$ cat config.mk
export PLATFORM = sky130hd
export DESIGN_NAME = one_wire_bus_master
export DESIGN_NICKNAME = d
export VERILOG_FILES = /design/src/rtl/core/owm_pkg.sv /design/src/rtl/core/owm_csr.sv /design/src/rtl/core/owm_engine.sv /design/src/rtl/core/one_wire_bus_master.sv
export SDC_FILE = /design/constraint.sdc
export NUM_CORES = 1
export LEC_CHECK = 0
export ABC_AREA = 1
export BUFFER_PORTS_ARGS = -buffer_cell sky130_fd_sc_hd__buf_2
export CAP_MARGIN = 25
export CORE_MARGIN = 3
export CORE_UTILIZATION = 50
export DETAILED_ROUTE_END_ITERATION = 6
export MAX_ROUTING_LAYER = met4
export PLACE_DENSITY = 0.74
export SLEW_MARGIN = 15
export SYNTH_ARGS = -nofsm -noshare
export SYNTH_HDL_FRONTEND = slang
export SYNTH_SLANG_ARGS = --single-unit
$ cat constraint.sdc
create_clock -name clock -period 3 [get_ports clock]
set_input_delay 0.15 -clock clock [delete_from_list [all_inputs] [get_ports clock]]
set_output_delay 0.15 -clock clock [all_outputs]
set_load 0.05 [all_outputs]
$ cat src/rtl/core/owm_pkg.sv
package owm_pkg;

   // request kinds carried on req_tuser
   localparam logic [1:0] OP_TICK  = 2'd0;
   localparam logic [1:0] OP_RESET = 2'd1;
   localparam logic [1:0] OP_WRITE = 2'd2;
   localparam logic [1:0] OP_READ  = 2'd3;

   // register indexes, byte address is 4 * index
   localparam logic [2:0] REG_RESET_LOW    = 3'd0;
   localparam logic [2:0] REG_PRESENCE     = 3'd1;
   localparam logic [2:0] REG_RESET_TAIL   = 3'd2;
   localparam logic [2:0] REG_SHORT_LOW    = 3'd3;
   localparam logic [2:0] REG_LONG_LOW     = 3'd4;
   localparam logic [2:0] REG_SAMPLE_DELAY = 3'd5;
   localparam logic [2:0] REG_SLOT         = 3'd6;

   localparam int CSR_ADDR_W = 5;

   // register reset values
   localparam logic [9:0] RESET_LOW_DEF    = 10'd480;
   localparam logic [9:0] PRESENCE_DEF     = 10'd70;
   localparam logic [9:0] RESET_TAIL_DEF   = 10'd410;
   localparam logic [7:0] SHORT_LOW_DEF    = 8'd6;
   localparam logic [7:0] LONG_LOW_DEF     = 8'd60;
   localparam logic [7:0] SAMPLE_DELAY_DEF = 8'd9;
   localparam logic [7:0] SLOT_DEF         = 8'd70;

   typedef enum logic [6:0] {
      PH_IDLE      = 7'b0000001,
      PH_RST_LOW   = 7'b0000010,
      PH_RST_WAIT  = 7'b0000100,
      PH_RST_TAIL  = 7'b0001000,
      PH_SLOT_LOW  = 7'b0010000,
      PH_RD_WAIT   = 7'b0100000,
      PH_SLOT_TAIL = 7'b1000000
   } phase_type;

   typedef struct packed {
      logic [9:0] reset_low_time;
      logic [9:0] presence_sample_time;
      logic [9:0] reset_tail_time;
      logic [7:0] short_low_time;
      logic [7:0] long_low_time;
      logic [7:0] read_sample_delay;
      logic [7:0] slot_time;
   } cfg_type;

   typedef struct packed {
      logic       command_ignored;
      logic       presence_level;
      logic [7:0] read_data;
      logic       done_res;
      logic       busy_res;
      logic       bus_drive;
   } result_type;

endpackage

$ cat src/rtl/core/owm_csr.sv
module owm_csr
   import owm_pkg::*;
(
   input  logic                  clock,
   input  logic                  reset,
   input  logic                  csr_psel,
   input  logic                  csr_penable,
   input  logic                  csr_pwrite,
   input  logic [CSR_ADDR_W-1:0] csr_paddr,
   input  logic [31:0]           csr_pwdata,
   output logic [31:0]           csr_prdata,
   output logic                  csr_pready,
   output cfg_type               cfg
);

   cfg_type    cfg_ff;
   cfg_type    cfg_in;
   logic       wr_en;
   logic [2:0] reg_idx;

   assign csr_pready = 1'b1;
   assign reg_idx    = csr_paddr[4:2];
   assign wr_en      = csr_psel && csr_penable && csr_pwrite && csr_pready;
   assign cfg        = cfg_ff;

   always_comb begin
      cfg_in = cfg_ff;
      if (wr_en) begin
         case (reg_idx)
            REG_RESET_LOW:    cfg_in.reset_low_time       = csr_pwdata[9:0];
            REG_PRESENCE:     cfg_in.presence_sample_time = csr_pwdata[9:0];
            REG_RESET_TAIL:   cfg_in.reset_tail_time      = csr_pwdata[9:0];
            REG_SHORT_LOW:    cfg_in.short_low_time       = csr_pwdata[7:0];
            REG_LONG_LOW:     cfg_in.long_low_time        = csr_pwdata[7:0];
            REG_SAMPLE_DELAY: cfg_in.read_sample_delay    = csr_pwdata[7:0];
            REG_SLOT:         cfg_in.slot_time            = csr_pwdata[7:0];
            default:          cfg_in = cfg_ff;
         endcase
      end
   end

   always_comb begin
      case (reg_idx)
         REG_RESET_LOW:    csr_prdata = {22'd0, cfg_ff.reset_low_time};
         REG_PRESENCE:     csr_prdata = {22'd0, cfg_ff.presence_sample_time};
         REG_RESET_TAIL:   csr_prdata = {22'd0, cfg_ff.reset_tail_time};
         REG_SHORT_LOW:    csr_prdata = {24'd0, cfg_ff.short_low_time};
         REG_LONG_LOW:     csr_prdata = {24'd0, cfg_ff.long_low_time};
         REG_SAMPLE_DELAY: csr_prdata = {24'd0, cfg_ff.read_sample_delay};
         REG_SLOT:         csr_prdata = {24'd0, cfg_ff.slot_time};
         default:          csr_prdata = 32'd0;
      endcase
   end

   always_ff @(posedge clock) begin
      if (reset) begin
         cfg_ff.reset_low_time       <= RESET_LOW_DEF;
         cfg_ff.presence_sample_time <= PRESENCE_DEF;
         cfg_ff.reset_tail_time      <= RESET_TAIL_DEF;
         cfg_ff.short_low_time       <= SHORT_LOW_DEF;
         cfg_ff.long_low_time        <= LONG_LOW_DEF;
         cfg_ff.read_sample_delay    <= SAMPLE_DELAY_DEF;
         cfg_ff.slot_time            <= SLOT_DEF;
      end else begin
         cfg_ff <= cfg_in;
      end
   end

endmodule

$ cat src/rtl/core/owm_engine.sv
module owm_engine
   import owm_pkg::*;
(
   input  logic       clock,
   input  logic       reset,
   input  logic       step,
   input  logic [1:0] op,
   input  logic [7:0] write_data,
   input  logic       bus_level,
   input  cfg_type    cfg,
   output result_type res
);

   phase_type  phase_ff, phase_in;
   logic [9:0] count_ff, count_in;
   logic [2:0] bit_ff, bit_in;
   logic [7:0] shift_ff, shift_in;
   logic       drive_ff, drive_in;
   logic       presence_ff, presence_in;
   logic       is_read_ff, is_read_in;
   logic [7:0] last_read_ff, last_read_in;
   logic       done;
   logic       ignored;
   logic [9:0] count_inc;
   logic [7:0] low_time;
   logic [8:0] sample_time;
   logic       busy;

   assign busy        = (phase_ff != PH_IDLE);
   assign count_inc   = count_ff + 10'd1;
   assign low_time    = (is_read_ff || shift_ff[0]) ? cfg.short_low_time : cfg.long_low_time;
   assign sample_time = {1'b0, cfg.short_low_time} + {1'b0, cfg.read_sample_delay};

   always_comb begin
      phase_in     = phase_ff;
      count_in     = count_ff;
      bit_in       = bit_ff;
      shift_in     = shift_ff;
      drive_in     = drive_ff;
      presence_in  = presence_ff;
      is_read_in   = is_read_ff;
      last_read_in = last_read_ff;
      done         = 1'b0;
      ignored      = 1'b0;

      if (op == OP_TICK) begin
         if (busy) begin
            count_in = count_inc;
            case (phase_ff)
               PH_RST_LOW: begin
                  if (count_inc >= cfg.reset_low_time) begin
                     drive_in = 1'b1;
                     count_in = 10'd0;
                     phase_in = PH_RST_WAIT;
                  end
               end
               PH_RST_WAIT: begin
                  if (count_inc >= cfg.presence_sample_time) begin
                     presence_in = bus_level;
                     count_in    = 10'd0;
                     phase_in    = PH_RST_TAIL;
                  end
               end
               PH_RST_TAIL: begin
                  if (count_inc >= cfg.reset_tail_time) begin
                     phase_in = PH_IDLE;
                     count_in = 10'd0;
                     done     = 1'b1;
                  end
               end
               PH_SLOT_LOW: begin
                  if (count_inc >= {2'd0, low_time}) begin
                     drive_in = 1'b1;
                     if (is_read_ff) begin
                        phase_in = PH_RD_WAIT;
                     end else begin
                        shift_in = {1'b0, shift_ff[7:1]};
                        phase_in = PH_SLOT_TAIL;
                     end
                  end
               end
               PH_RD_WAIT: begin
                  if (count_inc >= {1'b0, sample_time}) begin
                     shift_in = {bus_level, shift_ff[7:1]};
                     phase_in = PH_SLOT_TAIL;
                  end
               end
               PH_SLOT_TAIL: begin
                  if (count_inc >= {2'd0, cfg.slot_time}) begin
                     if (bit_ff == 3'd7) begin
                        bit_in   = 3'd0;
                        count_in = 10'd0;
                        phase_in = PH_IDLE;
                        done     = 1'b1;
                        if (is_read_ff) begin
                           last_read_in = shift_ff;
                        end
                     end else begin
                        bit_in   = bit_ff + 3'd1;
                        count_in = 10'd0;
                        drive_in = 1'b0;
                        phase_in = PH_SLOT_LOW;
                     end
                  end
               end
               default: phase_in = PH_IDLE;
            endcase
         end
      end else if (busy) begin
         ignored = 1'b1;
      end else if (op == OP_RESET) begin
         count_in = 10'd0;
         drive_in = 1'b0;
         phase_in = PH_RST_LOW;
      end else begin
         // write or read byte, first slot starts low at once
         is_read_in = (op == OP_READ);
         shift_in   = (op == OP_READ) ? 8'd0 : write_data;
         bit_in     = 3'd0;
         count_in   = 10'd0;
         drive_in   = 1'b0;
         phase_in   = PH_SLOT_LOW;
      end
   end

   assign res.bus_drive       = drive_in;
   assign res.busy_res        = (phase_in != PH_IDLE);
   assign res.done_res        = done;
   assign res.read_data       = last_read_in;
   assign res.presence_level  = presence_in;
   assign res.command_ignored = ignored;

   always_ff @(posedge clock) begin
      if (reset) begin
         phase_ff     <= PH_IDLE;
         count_ff     <= 10'd0;
         bit_ff       <= 3'd0;
         shift_ff     <= 8'd0;
         drive_ff     <= 1'b1;
         presence_ff  <= 1'b1;
         is_read_ff   <= 1'b0;
         last_read_ff <= 8'd0;
      end else if (step) begin
         phase_ff     <= phase_in;
         count_ff     <= count_in;
         bit_ff       <= bit_in;
         shift_ff     <= shift_in;
         drive_ff     <= drive_in;
         presence_ff  <= presence_in;
         is_read_ff   <= is_read_in;
         last_read_ff <= last_read_in;
      end
   end

`ifndef SYNTHESIS
   // line is released whenever no operation runs
   assert property (@(posedge clock) disable iff (reset)
      (phase_ff == PH_IDLE) |-> drive_ff)
      else $error("line driven low while idle");

   assert property (@(posedge clock) disable iff (reset)
      (phase_ff == PH_IDLE) |-> (bit_ff == 3'd0))
      else $error("bit position not cleared while idle");

   assert property (@(posedge clock) disable iff (reset)
      (step && done) |=> (phase_ff == PH_IDLE))
      else $error("finished operation did not return to idle");
`endif

endmodule

$ cat src/rtl/core/one_wire_bus_master.sv
// 1-wire bus master stepped by one-microsecond tick requests
// path: a request is held in the input register, then its result in the result register, before it shows on rsp_
// throughput: one request per cycle while rsp_tready holds, an input register and a result register
//    let a new request in while an earlier result waits to be taken
// reset: synchronous, active high; idle, line driven high, presence reads 1,
//    timing registers back to their default values
module one_wire_bus_master
   import owm_pkg::*;
(
   input  logic                  clock,
   input  logic                  reset,
   // request channel
   input  logic                  req_tvalid,
   output logic                  req_tready,
   input  logic [15:0]           req_tdata,  // write_data[7:0], bus_level[8], zero pad
   input  logic [1:0]            req_tuser,  // operation[1:0]
   // result channel
   output logic                  rsp_tvalid,
   input  logic                  rsp_tready,
   output logic [15:0]           rsp_tdata,  // bus_drive[0], busy_res[1], done_res[2],
                                             // read_data[10:3], presence_level[11],
                                             // command_ignored[12], zero pad
   // configuration port
   input  logic                  csr_psel,
   input  logic                  csr_penable,
   input  logic                  csr_pwrite,
   input  logic [CSR_ADDR_W-1:0] csr_paddr,
   input  logic [31:0]           csr_pwdata,
   output logic [31:0]           csr_prdata,
   output logic                  csr_pready
);

   cfg_type    cfg;
   result_type step_res;

   // input register
   logic       in_valid_ff, in_valid_in;
   logic [1:0] in_op_ff;
   logic [7:0] in_data_ff;
   logic       in_level_ff;

   // result register
   logic       out_valid_ff, out_valid_in;
   result_type out_res_ff;

   logic       req_fire;
   logic       step;

   // the request in the input register is processed when the result slot frees up
   assign step        = in_valid_ff && (!out_valid_ff || rsp_tready);
   assign req_tready  = !in_valid_ff || step;
   assign req_fire    = req_tvalid && req_tready;
   assign in_valid_in = req_fire || (in_valid_ff && !step);
   assign out_valid_in = step || (out_valid_ff && !rsp_tready);

   assign rsp_tvalid = out_valid_ff;
   assign rsp_tdata  = {3'd0, out_res_ff};

   owm_csr u_csr (
      .clock       (clock),
      .reset       (reset),
      .csr_psel    (csr_psel),
      .csr_penable (csr_penable),
      .csr_pwrite  (csr_pwrite),
      .csr_paddr   (csr_paddr),
      .csr_pwdata  (csr_pwdata),
      .csr_prdata  (csr_prdata),
      .csr_pready  (csr_pready),
      .cfg         (cfg)
   );

   // bus state machine, advances once per processed request
   owm_engine u_engine (
      .clock      (clock),
      .reset      (reset),
      .step       (step),
      .op         (in_op_ff),
      .write_data (in_data_ff),
      .bus_level  (in_level_ff),
      .cfg        (cfg),
      .res        (step_res)
   );

   always_ff @(posedge clock) begin
      if (reset) begin
         in_valid_ff  <= 1'b0;
         out_valid_ff <= 1'b0;
      end else begin
         in_valid_ff  <= in_valid_in;
         out_valid_ff <= out_valid_in;
      end
   end

   // payload registers, no reset needed
   always_ff @(posedge clock) begin
      if (req_fire) begin
         in_op_ff    <= req_tuser;
         in_data_ff  <= req_tdata[7:0];
         in_level_ff <= req_tdata[8];
      end
      if (step) begin
         out_res_ff <= step_res;
      end
   end

`ifndef SYNTHESIS
   // both registers full and the result stalled: no request may enter
   assert property (@(posedge clock) disable iff (reset)
      (in_valid_ff && out_valid_ff && !rsp_tready) |-> !req_tready)
      else $error("request accepted with both stages full");

   // a finishing request always leaves the master idle
   assert property (@(posedge clock) disable iff (reset)
      (out_valid_ff && out_res_ff.done_res) |-> !out_res_ff.busy_res)
      else $error("done reported while still busy");

   // a dropped command only happens while busy and never finishes anything
   assert property (@(posedge clock) disable iff (reset)
      (out_valid_ff && out_res_ff.command_ignored) |->
         (out_res_ff.busy_res && !out_res_ff.done_res))
      else $error("ignored command while idle or finishing");
`endif

endmodule

---- Word level (Yosys, flattened, before mapping) ----
Index checks and enable logic that the tools add are counted.
Widths: inputs -> output; s select.
cells by class
  bitwise gates (word level) .............. 3
  add/subtract/negate cells ............... 3
  multiplexer cells ....................... 62
  reductions and logical operators ........ 29
  $lt $le $gt $ge ......................... 6
  eq/ne operators ......................... 26
operators with widths
  operator               number
  $mux 8                 15
  $mux 10                7
  $mux 7                 10
  $pmux 10 s7            1
  $pmux 7 s6             1
  $pmux 10 s4            1
  $ge 10x10->1           3
  $mux 3                 7
  $ge 10x8->1            2
  $pmux 8 s2             1
  $reduce_and 2->1       8
  $mux 1                 15
  $ne 7x1->1 const B     2
  $eq 3x3->1 const B     4
  $ne 3x3->1 const B     4
  $add 10x1->10 const B  1
  $ge 10x9->1            1
  $mux 5                 2
  $add 8x8->9            1
  $reduce_and 8->1       1
  $eq 7x2->1 const B     1
  $eq 7x3->1 const B     1
  $eq 7x4->1 const B     1
  $eq 7x5->1 const B     1
  other kinds (20)       38
word-level totals
  bits of input ports ..................... 62
  bits in registers ....................... 127
  logic and storage cells ................. 155
  output and inout bits ................... 51

---- Longest topological paths before layout ----
  depth after elaboration ................. 8
  gate-level depth with buffers ........... 23
  gate-level depth less buffers ........... 23

---- Hierarchy ----
From an unflattened synthesis, not the netlist that was laid out.
second synthesis, totals
  cells, all modules ...................... 1245
  area total of the unflattened synthesis .. 8584.5 um2
by module, submodules not included
  module               seq. area each (um2)  instances  area an instance (um2)  cells an instance
  owm_engine           780.7                 1          4448.0                  704
  owm_csr              1241.2                1          3298.2                  501
  one_wire_bus_master  760.7                 1          838.3                   40

---- Worst setup path before layout ----
OpenSTA, ideal clock, no wires.
  path kind ............................... reg2reg
  start point ............................. register u_engine.count_ff[0]
  end point ............................... register out_res_ff, in the netlist rsp_tdata[10] (data pin)
  path buffers ............................ 0
  data arrival time ....................... 2628 ps
  required time ........................... 2749 ps
  path slack .............................. 121 ps
  cell stages (with the launch flop) ...... 19
  setup time .............................. 251 ps
  period minus slack after synthesis ...... 2879 ps
  cells stage by stage .................... dfxtp_1 -> ha_1 -> nand3_2 -> nor2_2 -> nand2_1 -> xnor2_1 -> ha_1 -> nand2_1 -> nor2_1 -> nand2_1 -> nand2_1 -> a21oi_1 -> nand2_2 -> nand2_2 -> inv_4 -> nand2_4 -> nand2_1 -> nand2_1 -> inv_1
RTL lines
  element                 RTL line                    text
  from (decl)             owm_engine.sv:15            logic [9:0] count_ff, count_in;
  from (signal assigned)  owm_engine.sv:145           count_ff <= count_in;
  to (signal assigned)    one_wire_bus_master.sv:102  out_res_ff <= step_res;
  to (decl)               one_wire_bus_master.sv:44   result_type out_res_ff;

---- Worst setup path after layout ----
  start point ............................. register u_csr.cfg_ff, in the netlist u_csr.cfg[8]
  end point ............................... register u_engine.shift_ff[1]
on the way
  cells in the longest elaborated chain, start to end .. 4
ends and longest elaborated chain
  element                            RTL line           text
  from (decl)                        owm_csr.sv:16      cfg_type cfg_ff;
  from (signal assigned)             owm_csr.sv:65      cfg_ff <= cfg_in;
  $add 8x8->9                        owm_engine.sv:32   assign sample_time = {1'b0, cfg.short_low_time} + {1'b0, cfg.read_sample_delay};
  $ge 10x9->1                        owm_engine.sv:83   if (count_inc >= {1'b0, sample_time}) begin
  $ne 3x3->1 (no source line)        --
  $reduce_and 8->1 (no source line)  --
  to (signal assigned)               owm_engine.sv:147  shift_ff <= shift_in;
  to (decl)                          owm_engine.sv:17   logic [7:0] shift_ff, shift_in;
Every way passes these cells.
A chain may end at the register's enable or synchronous reset.

==> impl_metrics.json <==
{
  "status": "finished, final reports clean",
  "ys_ff_latch": 127,
  "yosysTopAreaCell": "dfxtp_1",
  "clock_skew_ns": 0.0110,
  "syn_area_mm2": 0.00780,
  "vias": 7218,
  "yosysTopAreaCellShare_pct": 26.4,
  "power_density_mw_per_mm2": 495,
  "synthDistinctLibCells": 51,
  "port_buffers": 55,
  "path_max_fanout": 8,
  "finalPower_mw": 4.62,
  "clk_latency_ns": 0.44,
  "antenna_found_initial": 0,
  "cp-start-kind": "flop",
  "clkTransAtPathRegs_ns": 0.06,
  "num_io_pins": 113,
  "route.detailed.drc": 0,
  "relSlewSlack_pct": 53.0,
  "final-setup-viol-count": 0,
  "slew_violations": 0,
  "gp_congestion": 0.889,
  "hold_path.class": "in -> reg",
  "yosysSeqAreaShare_pct": 35.7,
  "n_antenna_cell": 0,
  "tightest_slew_ns": 0.701,
  "clock.fmax_mhz": 335,
  "synth_cells": 1041,
  "drive_above_1_share_pct": 18.4,
  "via_per_inst": 5.30,
  "timing.hold.ws_ns": 0.0537,
  "finalSetupTns_ns": 0,
  "layout_common_cells": "nand2_1, inv_1, dfxtp_1, nor2_1, a21oi_1",
  "num_rows": 45,
  "reg2reg_depth": 18,
  "hold_depth": 3,
  "overflow": 0,
  "wire_per_inst_um": 15.0,
  "min_period_ns": 2.98,
  "synthTopCellsByArea": "dfxtp_1, ha_1, nand2_1",
  "ir_drop_uv": 362,
  "chipHeight_um": 131,
  "cts_buffers": 17,
  "cts_tree": "built",
  "arrival_ns": 3.35,
  "grt_util_all_layers_pct": 24.9,
  "areaGrowthSynthToFinish_pct": 19.6,
  "synth_flop_cell": "dfxtp_1",
  "start_util_pct": 51.2,
  "ys_warn_count": 0,
  "p_leak_nw": 4.51,
  "chipWidth_um": 131,
  "asyncSetResetFlopFracSynth_pct": 0,
  "num-nets-final": 1270,
  "die_area_mm2": 0.0171,
  "cp.required_ns": 3.37,
  "htreeDepth": 4,
  "cap_violations": 0,
  "synth_edf_count": 24,
  "grt_pass1_wl_um": 32400,
  "post-route-util_pct": 61.2,
  "grt_max_degree": 57,
  "avgSynthCellArea_um2": 7.50,
  "finalWirelength_um": 20400,
  "firstDrtPassIters": 7,
  "dp_hpwl_um": 14700,
  "hold_viol_final": 0,
  "fin_crit_sh_pct": 99.4,
  "core_mm2": 0.0153,
  "drtIter0Drc": 609,
  "cts_max_path_buffers": 2,
  "grt_setup_unrepaired": "true",
  "cts_sinks": 127,
  "cts_root_buffer": "clkbuf_16",
  "end_kind": "flop",
  "ant_nets": 0,
  "final_common_cell": "nand2_1",
  "crit_type": "reg -> reg",
  "grt_pass1_vias": 6512
}
## power breakdown
group | switching, mW | internal, mW
combinational | 0.431 | 0.164
sequential | 0.0360 | 1.80
clock | 0.798 | 1.40
total | 1.26 | 3.36
## per-stage QoR
stage          cells  setup WS, ns  area [um^2]
4_1_cts         1354       0.00598         9160
2_1_floorplan   1065         0.121         7900
5_1_grt         1363        -0.169         9340
6_report        1363        0.0165         9340
3_5_place_dp    1308        -0.113         8340
3_3_place_gp    1308       -0.0662         8340
## per-layer routing
metal | global-route usage (%) | vias to the layer above | share of wire (%)
met5 | - | - | 0
met4 | 9.01 | 0 | 2.3
met3 | 4.88 | 44 | 7.0
met2 | 37.2 | 286 | 45
met1 | 33.5 | 3270 | 45
li1 | - | 3618 | -
## worst max-delay path, cell delays in order (launching register included)
cell and delay (ns):
dfxtp_1 0.31, ha_2 0.21, fa_2 0.38, a21oi_2 0.16, o21ai_2 0.08, a21oi_2 0.14
o21bai_1 0.10, xnor2_1 0.15, ha_1 0.27, nand2_1 0.06, nand3_2 0.07, nand2_1 0.05
o21bai_4 0.17, buf_6 0.11, nand4_1 0.11, nand3_2 0.12, nor2_4 0.24, nor2_2 0.06
nor2_2 0.10
## layout make-up
class | count | area, um^2
Clock buffer | 19 | 475
Fill cell | 1353 | 5920
Clock inverter | 13 | 158
Tap cell | 211 | 264
Multi-Input combinational cell | 742 | 4410
Sequential cell | 127 | 2800
Inverter | 149 | 562
Timing Repair Buffer | 102 | 667
## kinds of logic (layout without fill, tap and decap cells)
group,Yosys count,in the layout,share of synthesized area (%)
compound gates,209,209,15.3
xor+xnor,11,11,1.23
fa+ha+maj,69,69,11.2
buf+inv,196,283,10.8
flops,127,127,35.7
mux,6,6,0.786
other cells,2,26,0.0962
simple gates,421,421,25.1
## synth_stat cells (8+ instances only)
cell type and n:
buf_4 26, nand4_1 14, edfxtp_1 24, a221oi_1 8
ha_1 68, inv_2 9, a21oi_1 80, dfxtp_1 103
nand2_1 213, nor2_1 96, inv_1 136, clkbuf_1 17
nand2_2 11, o21ai_0 70, a22oi_1 8, o211ai_1 13
nand3b_1 8, o22ai_1 8, nand3_1 49
## sequential cells by signal (all words and copies together) (netlist names)
name / count
u_csr.cfg: 62
rsp_tdata: 13
u_engine.count_ff: 10
in_data_ff: 8
u_engine.last_read_ff: 8
u_engine.shift_ff: 8
u_engine.phase_ff: 7
u_engine.bit_ff: 3
in_op_ff: 2
in_level_ff: 1
in_valid_ff: 1
rsp_tvalid: 1
u_engine.drive_ff: 1
u_engine.is_read_ff: 1
u_engine.presence_ff: 1
## path summary, 6_finish.rpt
check                                        start                    to  slack [ns]
worst max register to register        u_csr.cfg[8]  u_engine.shift_ff[1]        0.02
worst min-delay path                 csr_pwdata[3]         u_csr.cfg[11]        0.05
worst max-delay path                  u_csr.cfg[8]  u_engine.shift_ff[1]        0.02
worst min register to register  u_engine.bit_ff[2]    u_engine.bit_ff[2]        0.47
## timing repair
action,in CTS,in global routing
setup buffers,0,9
resized for setup,9,40
endpoints found under the hold margin,15,0
pin swaps,3,28
setup endpoints to repair,18,39
hold buffers,14,0
No activity file was read; power rests on OpenSTA's default activity.
